===== config.mk =====
export PLATFORM = sky130hd
export DESIGN_NAME = infix_to_postfix_converter_core
export DESIGN_NICKNAME = d
export VERILOG_FILES = /design/src/rtl/core/icpc_pkg.sv /design/src/rtl/core/infix_to_postfix_converter_core.sv /design/src/rtl/core/icpc_ram.sv /design/src/rtl/core/icpc_outbuf.sv /design/src/rtl/core/icpc_ctrl.sv
export VERILOG_INCLUDE_DIRS = /design/src /design/src/rtl/core
export SDC_FILE = /design/constraint.sdc
export NUM_CORES = 1
export LEC_CHECK = 0
export BUFFER_PORTS_ARGS = -buffer_cell sky130_fd_sc_hd__buf_2
export CAP_MARGIN = 5
export CORE_MARGIN = 3
export CORE_UTILIZATION = 38
export DETAILED_ROUTE_END_ITERATION = 7
export HOLD_SLACK_MARGIN = 0.15
export PLACE_DENSITY = 0.51
export SLEW_MARGIN = 20
export SYNTH_ARGS = -nofsm -noshare
export SYNTH_HDL_FRONTEND = slang
export SYNTH_HIERARCHICAL = 1
export SYNTH_SLANG_ARGS = --single-unit
export TNS_END_PERCENT = 20

===== constraint.sdc =====
create_clock -name clk -period 7.6 [get_ports clk]
set_input_delay 1.9 -clock clk [delete_from_list [all_inputs] [get_ports clk]]
set_output_delay 1.9 -clock clk [all_outputs]
set_load 0.05 [all_outputs]

===== src/rtl/core/assert_macros.svh =====
// Assertion macros shared by the converter core modules.
`ifndef ASSERT_MACROS_SVH
`define ASSERT_MACROS_SVH

// Checked at every clock edge, reset included.
`define ICPC_ASSERT_ALWAYS(lbl, expr, msg) \
    lbl: assert property (@(posedge clk) (expr)) else $error(msg);

// Checked only while reset is released.
`define ICPC_ASSERT_RUN(lbl, prop, msg) \
    lbl: assert property (@(posedge clk) disable iff (!rst_n) prop) else $error(msg);

`endif


===== src/rtl/core/icpc_pkg.sv =====
// Package with constants, types and character helpers of the converter core.
package icpc_pkg;

    localparam int STACK_DEPTH = 32;
    localparam int ADDR_W      = (STACK_DEPTH > 1) ? $clog2(STACK_DEPTH) : 1;
    localparam int CNT_W       = $clog2(STACK_DEPTH + 1);

    localparam logic [7:0] CH_CARET  = 8'h5E;
    localparam logic [7:0] CH_LPAREN = 8'h28;
    localparam logic [7:0] CH_RPAREN = 8'h29;
    localparam logic [7:0] CH_PLUS   = 8'h2B;
    localparam logic [7:0] CH_MINUS  = 8'h2D;
    localparam logic [7:0] CH_STAR   = 8'h2A;
    localparam logic [7:0] CH_SLASH  = 8'h2F;

    typedef enum logic [1:0] {
        KIND_CHAR = 2'd0,
        KIND_END  = 2'd1,
        KIND_ERR  = 2'd2
    } out_kind_t;

    typedef struct packed {
        logic       emit;
        logic       finish;
        logic [7:0] data;
        out_kind_t  kind;
    } res_req_t;

    function automatic logic is_operand(input logic [7:0] c);
        return ((c >= 8'h61) && (c <= 8'h7A)) || ((c >= 8'h41) && (c <= 8'h5A)) ||
               ((c >= 8'h30) && (c <= 8'h39));
    endfunction

    // Precedence offset by one so that it stays unsigned: 0 stands for -1.
    function automatic logic [2:0] prec(input logic [7:0] c);
        logic [2:0] p;
        p = 3'd0;
        if (c == CH_CARET) begin
            p = 3'd4;
        end
        else if ((c == CH_STAR) || (c == CH_SLASH)) begin
            p = 3'd3;
        end
        else if ((c == CH_PLUS) || (c == CH_MINUS)) begin
            p = 3'd2;
        end
        return p;
    endfunction

endpackage


===== src/rtl/core/infix_to_postfix_converter_core.sv =====
// Top level of the infix-to-postfix converter core.
// Input channel: one ASCII character per transfer (ch), with end_of_expr set on
// the last character of an expression. Output channel: one postfix result per
// transfer: out_char, out_kind (character, end of expression, or error) and
// run_last, which is set on the last result caused by an input transfer.
// An item is evaluated and then finished; every stack entry that it emits
// passes through a wait state before evaluation resumes, while dropping the
// matching open parenthesis needs no wait state. An item that ends the
// expression then flushes the stack, each entry through a wait state, and
// emits the end marker. The single stack RAM read port is registered, so
// each emitted pop waits for the new top of stack. The block accepts no new
// character while an item is being worked on. Results pass through a hold
// stage and an output register; a result moves on when the next one or the
// end of the item is produced. When the receiver stalls, the output and
// hold stages fill and the sequencer waits. Reset empties the stack and drops
// any result not yet transferred; the stack RAM itself is not cleared.
module infix_to_postfix_converter_core (
    input  logic       clk,
    input  logic       rst_n,
    input  logic       in_valid,
    output logic       in_ready,
    input  logic [7:0] ch,
    input  logic       end_of_expr,
    output logic       out_valid,
    input  logic       out_ready,
    output logic [7:0] out_char,
    output logic [1:0] out_kind,
    output logic       run_last
);

    logic                        wr_en;
    logic [icpc_pkg::ADDR_W-1:0] wr_addr;
    logic [7:0]                  wr_data;
    logic [icpc_pkg::ADDR_W-1:0] rd_addr;
    logic [7:0]                  top;
    icpc_pkg::res_req_t          req;
    logic                        req_ready;

    icpc_ram #(
        .DATA_W (8),
        .DEPTH  (icpc_pkg::STACK_DEPTH),
        .ADDR_W (icpc_pkg::ADDR_W)
    ) u_stack (
        .clk     (clk),
        .wr_en   (wr_en),
        .wr_addr (wr_addr),
        .wr_data (wr_data),
        .rd_addr (rd_addr),
        .rd_data (top)
    );

    icpc_ctrl u_ctrl (
        .clk         (clk),
        .rst_n       (rst_n),
        .in_valid    (in_valid),
        .in_ready    (in_ready),
        .ch          (ch),
        .end_of_expr (end_of_expr),
        .wr_en       (wr_en),
        .wr_addr     (wr_addr),
        .wr_data     (wr_data),
        .rd_addr     (rd_addr),
        .top         (top),
        .req         (req),
        .req_ready   (req_ready)
    );

    icpc_outbuf u_outbuf (
        .clk       (clk),
        .rst_n     (rst_n),
        .req       (req),
        .req_ready (req_ready),
        .out_valid (out_valid),
        .out_ready (out_ready),
        .out_char  (out_char),
        .out_kind  (out_kind),
        .run_last  (run_last)
    );

endmodule


===== src/rtl/core/icpc_ram.sv =====
// Generic single-port-write, registered-read RAM.
module icpc_ram #(
    parameter int DATA_W = 8,
    parameter int DEPTH  = 32,
    parameter int ADDR_W = (DEPTH > 1) ? $clog2(DEPTH) : 1
) (
    input  logic              clk,
    input  logic              wr_en,
    input  logic [ADDR_W-1:0] wr_addr,
    input  logic [DATA_W-1:0] wr_data,
    input  logic [ADDR_W-1:0] rd_addr,
    output logic [DATA_W-1:0] rd_data
);

    logic [DATA_W-1:0] mem [DEPTH];
    logic [DATA_W-1:0] rd_data_reg;

    always_ff @(posedge clk)
    begin
        if (wr_en)
        begin
            mem[wr_addr] <= wr_data;
        end
        rd_data_reg <= mem[rd_addr];
    end

    assign rd_data = rd_data_reg;

endmodule


===== src/rtl/core/icpc_outbuf.sv =====
// Result buffer: one hold stage that finds the last result, then the output register.
`include "assert_macros.svh"

module icpc_outbuf (
    input  logic              clk,
    input  logic              rst_n,
    input  icpc_pkg::res_req_t req,
    output logic              req_ready,
    output logic              out_valid,
    input  logic              out_ready,
    output logic [7:0]        out_char,
    output logic [1:0]        out_kind,
    output logic              run_last
);

    logic                hold_valid_reg, hold_valid_next;
    logic [7:0]          hold_data_reg, hold_data_next;
    icpc_pkg::out_kind_t hold_kind_reg, hold_kind_next;
    logic                out_valid_reg, out_valid_next;
    logic [7:0]          out_char_reg, out_char_next;
    icpc_pkg::out_kind_t out_kind_reg, out_kind_next;
    logic                run_last_reg, run_last_next;
    logic                slot_free;
    logic                fire;

    assign slot_free = !out_valid_reg || out_ready;
    assign req_ready = !hold_valid_reg || slot_free;
    assign fire      = (req.emit || req.finish) && req_ready;

    always_comb
    begin
        hold_valid_next = hold_valid_reg;
        hold_data_next  = hold_data_reg;
        hold_kind_next  = hold_kind_reg;
        out_valid_next  = out_valid_reg && !out_ready;
        out_char_next   = out_char_reg;
        out_kind_next   = out_kind_reg;
        run_last_next   = run_last_reg;
        if (fire)
        begin
            if (hold_valid_reg)
            begin
                out_valid_next = 1'b1;
                out_char_next  = hold_data_reg;
                out_kind_next  = hold_kind_reg;
                run_last_next  = req.finish;
            end
            hold_valid_next = req.emit;
            hold_data_next  = req.data;
            hold_kind_next  = req.kind;
        end
    end

    always_ff @(posedge clk or negedge rst_n)
    begin
        if (!rst_n)
        begin
            hold_valid_reg <= 1'b0;
            out_valid_reg  <= 1'b0;
        end
        else
        begin
            hold_valid_reg <= hold_valid_next;
            out_valid_reg  <= out_valid_next;
        end
    end

    always_ff @(posedge clk)
    begin
        hold_data_reg <= hold_data_next;
        hold_kind_reg <= hold_kind_next;
        out_char_reg  <= out_char_next;
        out_kind_reg  <= out_kind_next;
        run_last_reg  <= run_last_next;
    end

    assign out_valid = out_valid_reg;
    assign out_char  = out_char_reg;
    assign out_kind  = out_kind_reg;
    assign run_last  = run_last_reg;

    `ICPC_ASSERT_RUN(a_finish_empties_hold, (req.finish && req_ready) |=> !hold_valid_reg,
        "hold stage not empty after the item finished")
    `ICPC_ASSERT_RUN(a_last_moves_hold, (req.finish && req_ready && hold_valid_reg) |=>
        (out_valid_reg && run_last_reg), "last result of an item not marked")

endmodule


===== src/rtl/core/icpc_ctrl.sv =====
// Sequencer that walks the operator stack one entry at a time.
`include "assert_macros.svh"

module icpc_ctrl (
    input  logic                         clk,
    input  logic                         rst_n,
    input  logic                         in_valid,
    output logic                         in_ready,
    input  logic [7:0]                   ch,
    input  logic                         end_of_expr,
    output logic                         wr_en,
    output logic [icpc_pkg::ADDR_W-1:0]  wr_addr,
    output logic [7:0]                   wr_data,
    output logic [icpc_pkg::ADDR_W-1:0]  rd_addr,
    input  logic [7:0]                   top,
    output icpc_pkg::res_req_t           req,
    input  logic                         req_ready
);

    typedef enum logic [5:0] {
        S_IDLE   = 6'b000001,
        S_EVAL   = 6'b000010,
        S_WAIT_E = 6'b000100,
        S_FLUSH  = 6'b001000,
        S_WAIT_F = 6'b010000,
        S_DONE   = 6'b100000
    } state_t;

    state_t                       state_reg, state_next;
    logic [icpc_pkg::CNT_W-1:0]   count_reg, count_next;
    logic [7:0]                   ch_reg, ch_next;
    logic                         eoe_reg, eoe_next;
    logic [icpc_pkg::CNT_W-1:0]   count_m1;
    logic                         empty;
    logic                         full;
    state_t                       post_state;

    assign count_m1   = count_reg - icpc_pkg::CNT_W'(1);
    assign rd_addr    = count_m1[icpc_pkg::ADDR_W-1:0];
    assign wr_addr    = count_reg[icpc_pkg::ADDR_W-1:0];
    assign wr_data    = ch_reg;
    assign empty      = (count_reg == '0);
    assign full       = (count_reg == icpc_pkg::CNT_W'(icpc_pkg::STACK_DEPTH));
    assign post_state = eoe_reg ? S_WAIT_F : S_DONE;
    assign in_ready   = (state_reg == S_IDLE);

    always_comb
    begin
        state_next = state_reg;
        count_next = count_reg;
        ch_next    = ch_reg;
        eoe_next   = eoe_reg;
        wr_en      = 1'b0;
        req        = '0;
        req.kind   = icpc_pkg::KIND_CHAR;
        unique case (state_reg)
            S_IDLE:
            begin
                if (in_valid)
                begin
                    ch_next    = ch;
                    eoe_next   = end_of_expr;
                    state_next = S_EVAL;
                end
            end
            S_EVAL:
            begin
                if (icpc_pkg::is_operand(ch_reg))
                begin
                    req.emit = 1'b1;
                    req.data = ch_reg;
                    if (req_ready)
                    begin
                        state_next = post_state;
                    end
                end
                else if (ch_reg == icpc_pkg::CH_RPAREN)
                begin
                    if (empty)
                    begin
                        req.emit = 1'b1;
                        req.kind = icpc_pkg::KIND_ERR;
                        if (req_ready)
                        begin
                            state_next = post_state;
                        end
                    end
                    else if (top == icpc_pkg::CH_LPAREN)
                    begin
                        count_next = count_m1;
                        state_next = post_state;
                    end
                    else
                    begin
                        req.emit = 1'b1;
                        req.data = top;
                        if (req_ready)
                        begin
                            count_next = count_m1;
                            state_next = S_WAIT_E;
                        end
                    end
                end
                else if (ch_reg != icpc_pkg::CH_LPAREN && !empty &&
                         icpc_pkg::prec(ch_reg) <= icpc_pkg::prec(top))
                begin
                    req.emit = 1'b1;
                    req.data = top;
                    if (req_ready)
                    begin
                        count_next = count_m1;
                        state_next = S_WAIT_E;
                    end
                end
                else if (full)
                begin
                    req.emit = 1'b1;
                    req.kind = icpc_pkg::KIND_ERR;
                    if (req_ready)
                    begin
                        state_next = post_state;
                    end
                end
                else
                begin
                    wr_en      = 1'b1;
                    count_next = count_reg + icpc_pkg::CNT_W'(1);
                    state_next = post_state;
                end
            end
            S_WAIT_E:
            begin
                state_next = S_EVAL;
            end
            S_FLUSH:
            begin
                req.emit = 1'b1;
                if (!empty)
                begin
                    req.data = top;
                    if (req_ready)
                    begin
                        count_next = count_m1;
                        state_next = S_WAIT_F;
                    end
                end
                else
                begin
                    req.kind = icpc_pkg::KIND_END;
                    if (req_ready)
                    begin
                        state_next = S_DONE;
                    end
                end
            end
            S_WAIT_F:
            begin
                state_next = S_FLUSH;
            end
            S_DONE:
            begin
                req.finish = 1'b1;
                if (req_ready)
                begin
                    state_next = S_IDLE;
                end
            end
            default:
            begin
                state_next = S_IDLE;
            end
        endcase
    end

    always_ff @(posedge clk or negedge rst_n)
    begin
        if (!rst_n)
        begin
            state_reg <= S_IDLE;
            count_reg <= '0;
        end
        else
        begin
            state_reg <= state_next;
            count_reg <= count_next;
        end
    end

    always_ff @(posedge clk)
    begin
        ch_reg  <= ch_next;
        eoe_reg <= eoe_next;
    end

    `ICPC_ASSERT_ALWAYS(a_count_bound,
        !rst_n || (count_reg <= icpc_pkg::CNT_W'(icpc_pkg::STACK_DEPTH)), "stack count above depth")
    `ICPC_ASSERT_RUN(a_no_push_when_full, wr_en |-> !full, "push onto a full stack")
    `ICPC_ASSERT_RUN(a_count_step, (count_reg == $past(count_reg)) ||
        (count_reg == $past(count_reg) + icpc_pkg::CNT_W'(1)) ||
        (count_reg == $past(count_reg) - icpc_pkg::CNT_W'(1)), "stack count jumped")

endmodule

==> qor.csv <==
metric;value;unit
area_growth;12.9;%
cts_root_buf;clkbuf_16;
final_max_slew_viol_count;0;
synth_warnings;6;
die_y;190;um
finalHoldViolCount;0;
routedWlPerCell;25.0;um
synth_area_leaders;edfxtp_1 (67%), mux4_2 (14%), dfrtp_1 (2.5%);
min_path_type;register to register;
cts.path.max_buffers;3;
vias_per_cell;5.55;
cts_repair_resize_count;0;
antenna_cells;0;
grt_max_degree;50;
final_cell_mix;edfxtp_1 (286), mux4_2 (80), nor2_1 (54), clkbuf_16 (35), buf_2 (25);
h-tree-depth;2;
first_pass_iters;5;
finalNetCount;734;
critPathKind;register to register;
tightest_slew;926;ps
die_area;36100;um2
largest_reg_flops;256;
syn_avg_cell_area;18.8;um2
cp-start-kind;register;
die_w;190;um
cts_buffers;34;
largest_register;u_stack/mem;
power_density;389;nW/um2
syn_inst;683;
status;completed;
post-route-period-util;59.0;%
crit_required;7730;ps
dpl.hpwl;18600;um
synth.yosys.seq_area_share;70.8;%
syn_nets;701;
synth_ff_type;edfxtp_1;
ys_async_sr_fraction;4.55;%
final_antenna_net_count;0;
synth_cell_types;75;
port_buffers;25;
yosysTopAreaCell;edfxtp_1;
grt_pass1_vias;6859;
cts_hold_buf;0;
relSlewSlack;38.3;%
fmax;0.223;GHz
setup_viol;0;
synth-edff-count;286;
reg2reg_depth;12;
vias;6566;
min_delay_path_depth;0;
fin_crit;4490;ps
leakagePower;0.00461;uW
drt-initial-drc-count;474;
rows;66;
cts.sinks;308;
core;32900;um2
cts_tree;yes;
skew;18.4;ps
grt.overflow.total;0;
crit_path_end_kind;register;
synth_seq_cells;308;
io_pins;26;
grt_usage;16.8;%
worst-path-max-fanout;39;
irDropWorstVdd;0.174;mV
final_common_cell;edfxtp_1;
grt_pass1_wl;45200;um
cts_setup_buffers;0;
initial_utilization;39.0;%
setup-tns-final;0;ps
layout-drive-gt1-share;27.5;%
syn-cell-area;12900;um2
clk_latency;510;ps
gp_congestion;0.830;
drc;0;
hold_ws;418;ps
routed_wl;29500;um
rsz0062_at_grt;false;
antenna_found_initial;0;
drv_cap;0;
yosys.area.top_type_share;66.8;%
arrival;4620;ps
path_clk_slew;60;ps
## through the flow
stage	instance area (um2)	setup WS, ps	instances	utilization [%]	total power (uW)
2_1_floorplan	12900	3730	683	-	3580
3_3_place_gp	13400	3310	1122	40.7	4100
3_5_place_dp	13400	3130	1122	40.7	4120
4_1_cts	14500	3140	1183	44.1	5730
5_1_grt	14500	2670	1183	44.1	5930
6_report	14500	3110	1183	44.1	5650
## report_power, final
group,switching (uW),internal [uW]
logic,1040,875
registers,128,2020
clock network,644,949
total,1810,3850
## cells in the mapped netlist (all sizes together) (11+ instances only)
| cell | n |
|---|---|
| edfxtp | 286 |
| mux4 | 80 |
| nor2 | 55 |
| buf | 28 |
| nand2 | 20 |
| dfrtp | 13 |
| a21oi | 12 |
| nand3 | 12 |
| o21ai | 12 |
| clkbuf | 11 |
## cell families (layout without fill, tap and decap cells)
family,Yosys count,in the layout,share of synthesized area (%)
flops,308,308,70.8
simple gates,150,150,6.68
mux,91,91,15.0
compound gates,66,66,4.12
buf+inv,48,106,1.97
xor+xnor,15,15,1.02
fa+ha+maj,5,5,0.487
## cell type report
cell class                      instances  area (um2)
Fill cell                            2807       18400
Sequential cell                       308        9100
Multi-Input combinational cell        327        3520
Clock buffer                           39         891
Tap cell                              442         553
Clock inverter                         22         210
Timing Repair Buffer                   36         208
Inverter                                9        36.3
## layer usage
layer | track usage (%) | wire length, um | vias to the layer above
li1 | - | - | 2844
met5 | 0 | 0 | -
met3 | 2.38 | 1250 | 48
met2 | 27.1 | 14400 | 183
met1 | 23.9 | 13100 | 3491
met4 | 5.12 | 769 | 0
## worst paths after layout
check / startpoint / to / slack (ps)
max in group asynchronous: rst_n / u_ctrl/state_reg[0] / 6010
worst min register to register: u_outbuf/hold_data_reg[3] / u_outbuf/out_char[3] / 420
worst max-delay path: u_ctrl/wr_data[4] / u_stack/mem[14][6] / 3110
min in group asynchronous: rst_n / u_ctrl/count_reg[1] / 1290
worst max register to register: u_ctrl/wr_data[4] / u_stack/mem[14][6] / 3110
worst min-delay path: u_outbuf/hold_data_reg[3] / u_outbuf/out_char[3] / 420
## critical path, stage by stage, from the launching register on
cell      delay (ps)
edfxtp_1         360
buf_4            290
nor4b_4          450
nand2_1           90
nor2_1           130
ha_1             260
nand3_1           90
o21ai_0          130
o21ai_0          280
o211ai_1         200
nor3_1           440
nand3b_1         590
nor2_1           780
Power figures use the tool's default switching activity.
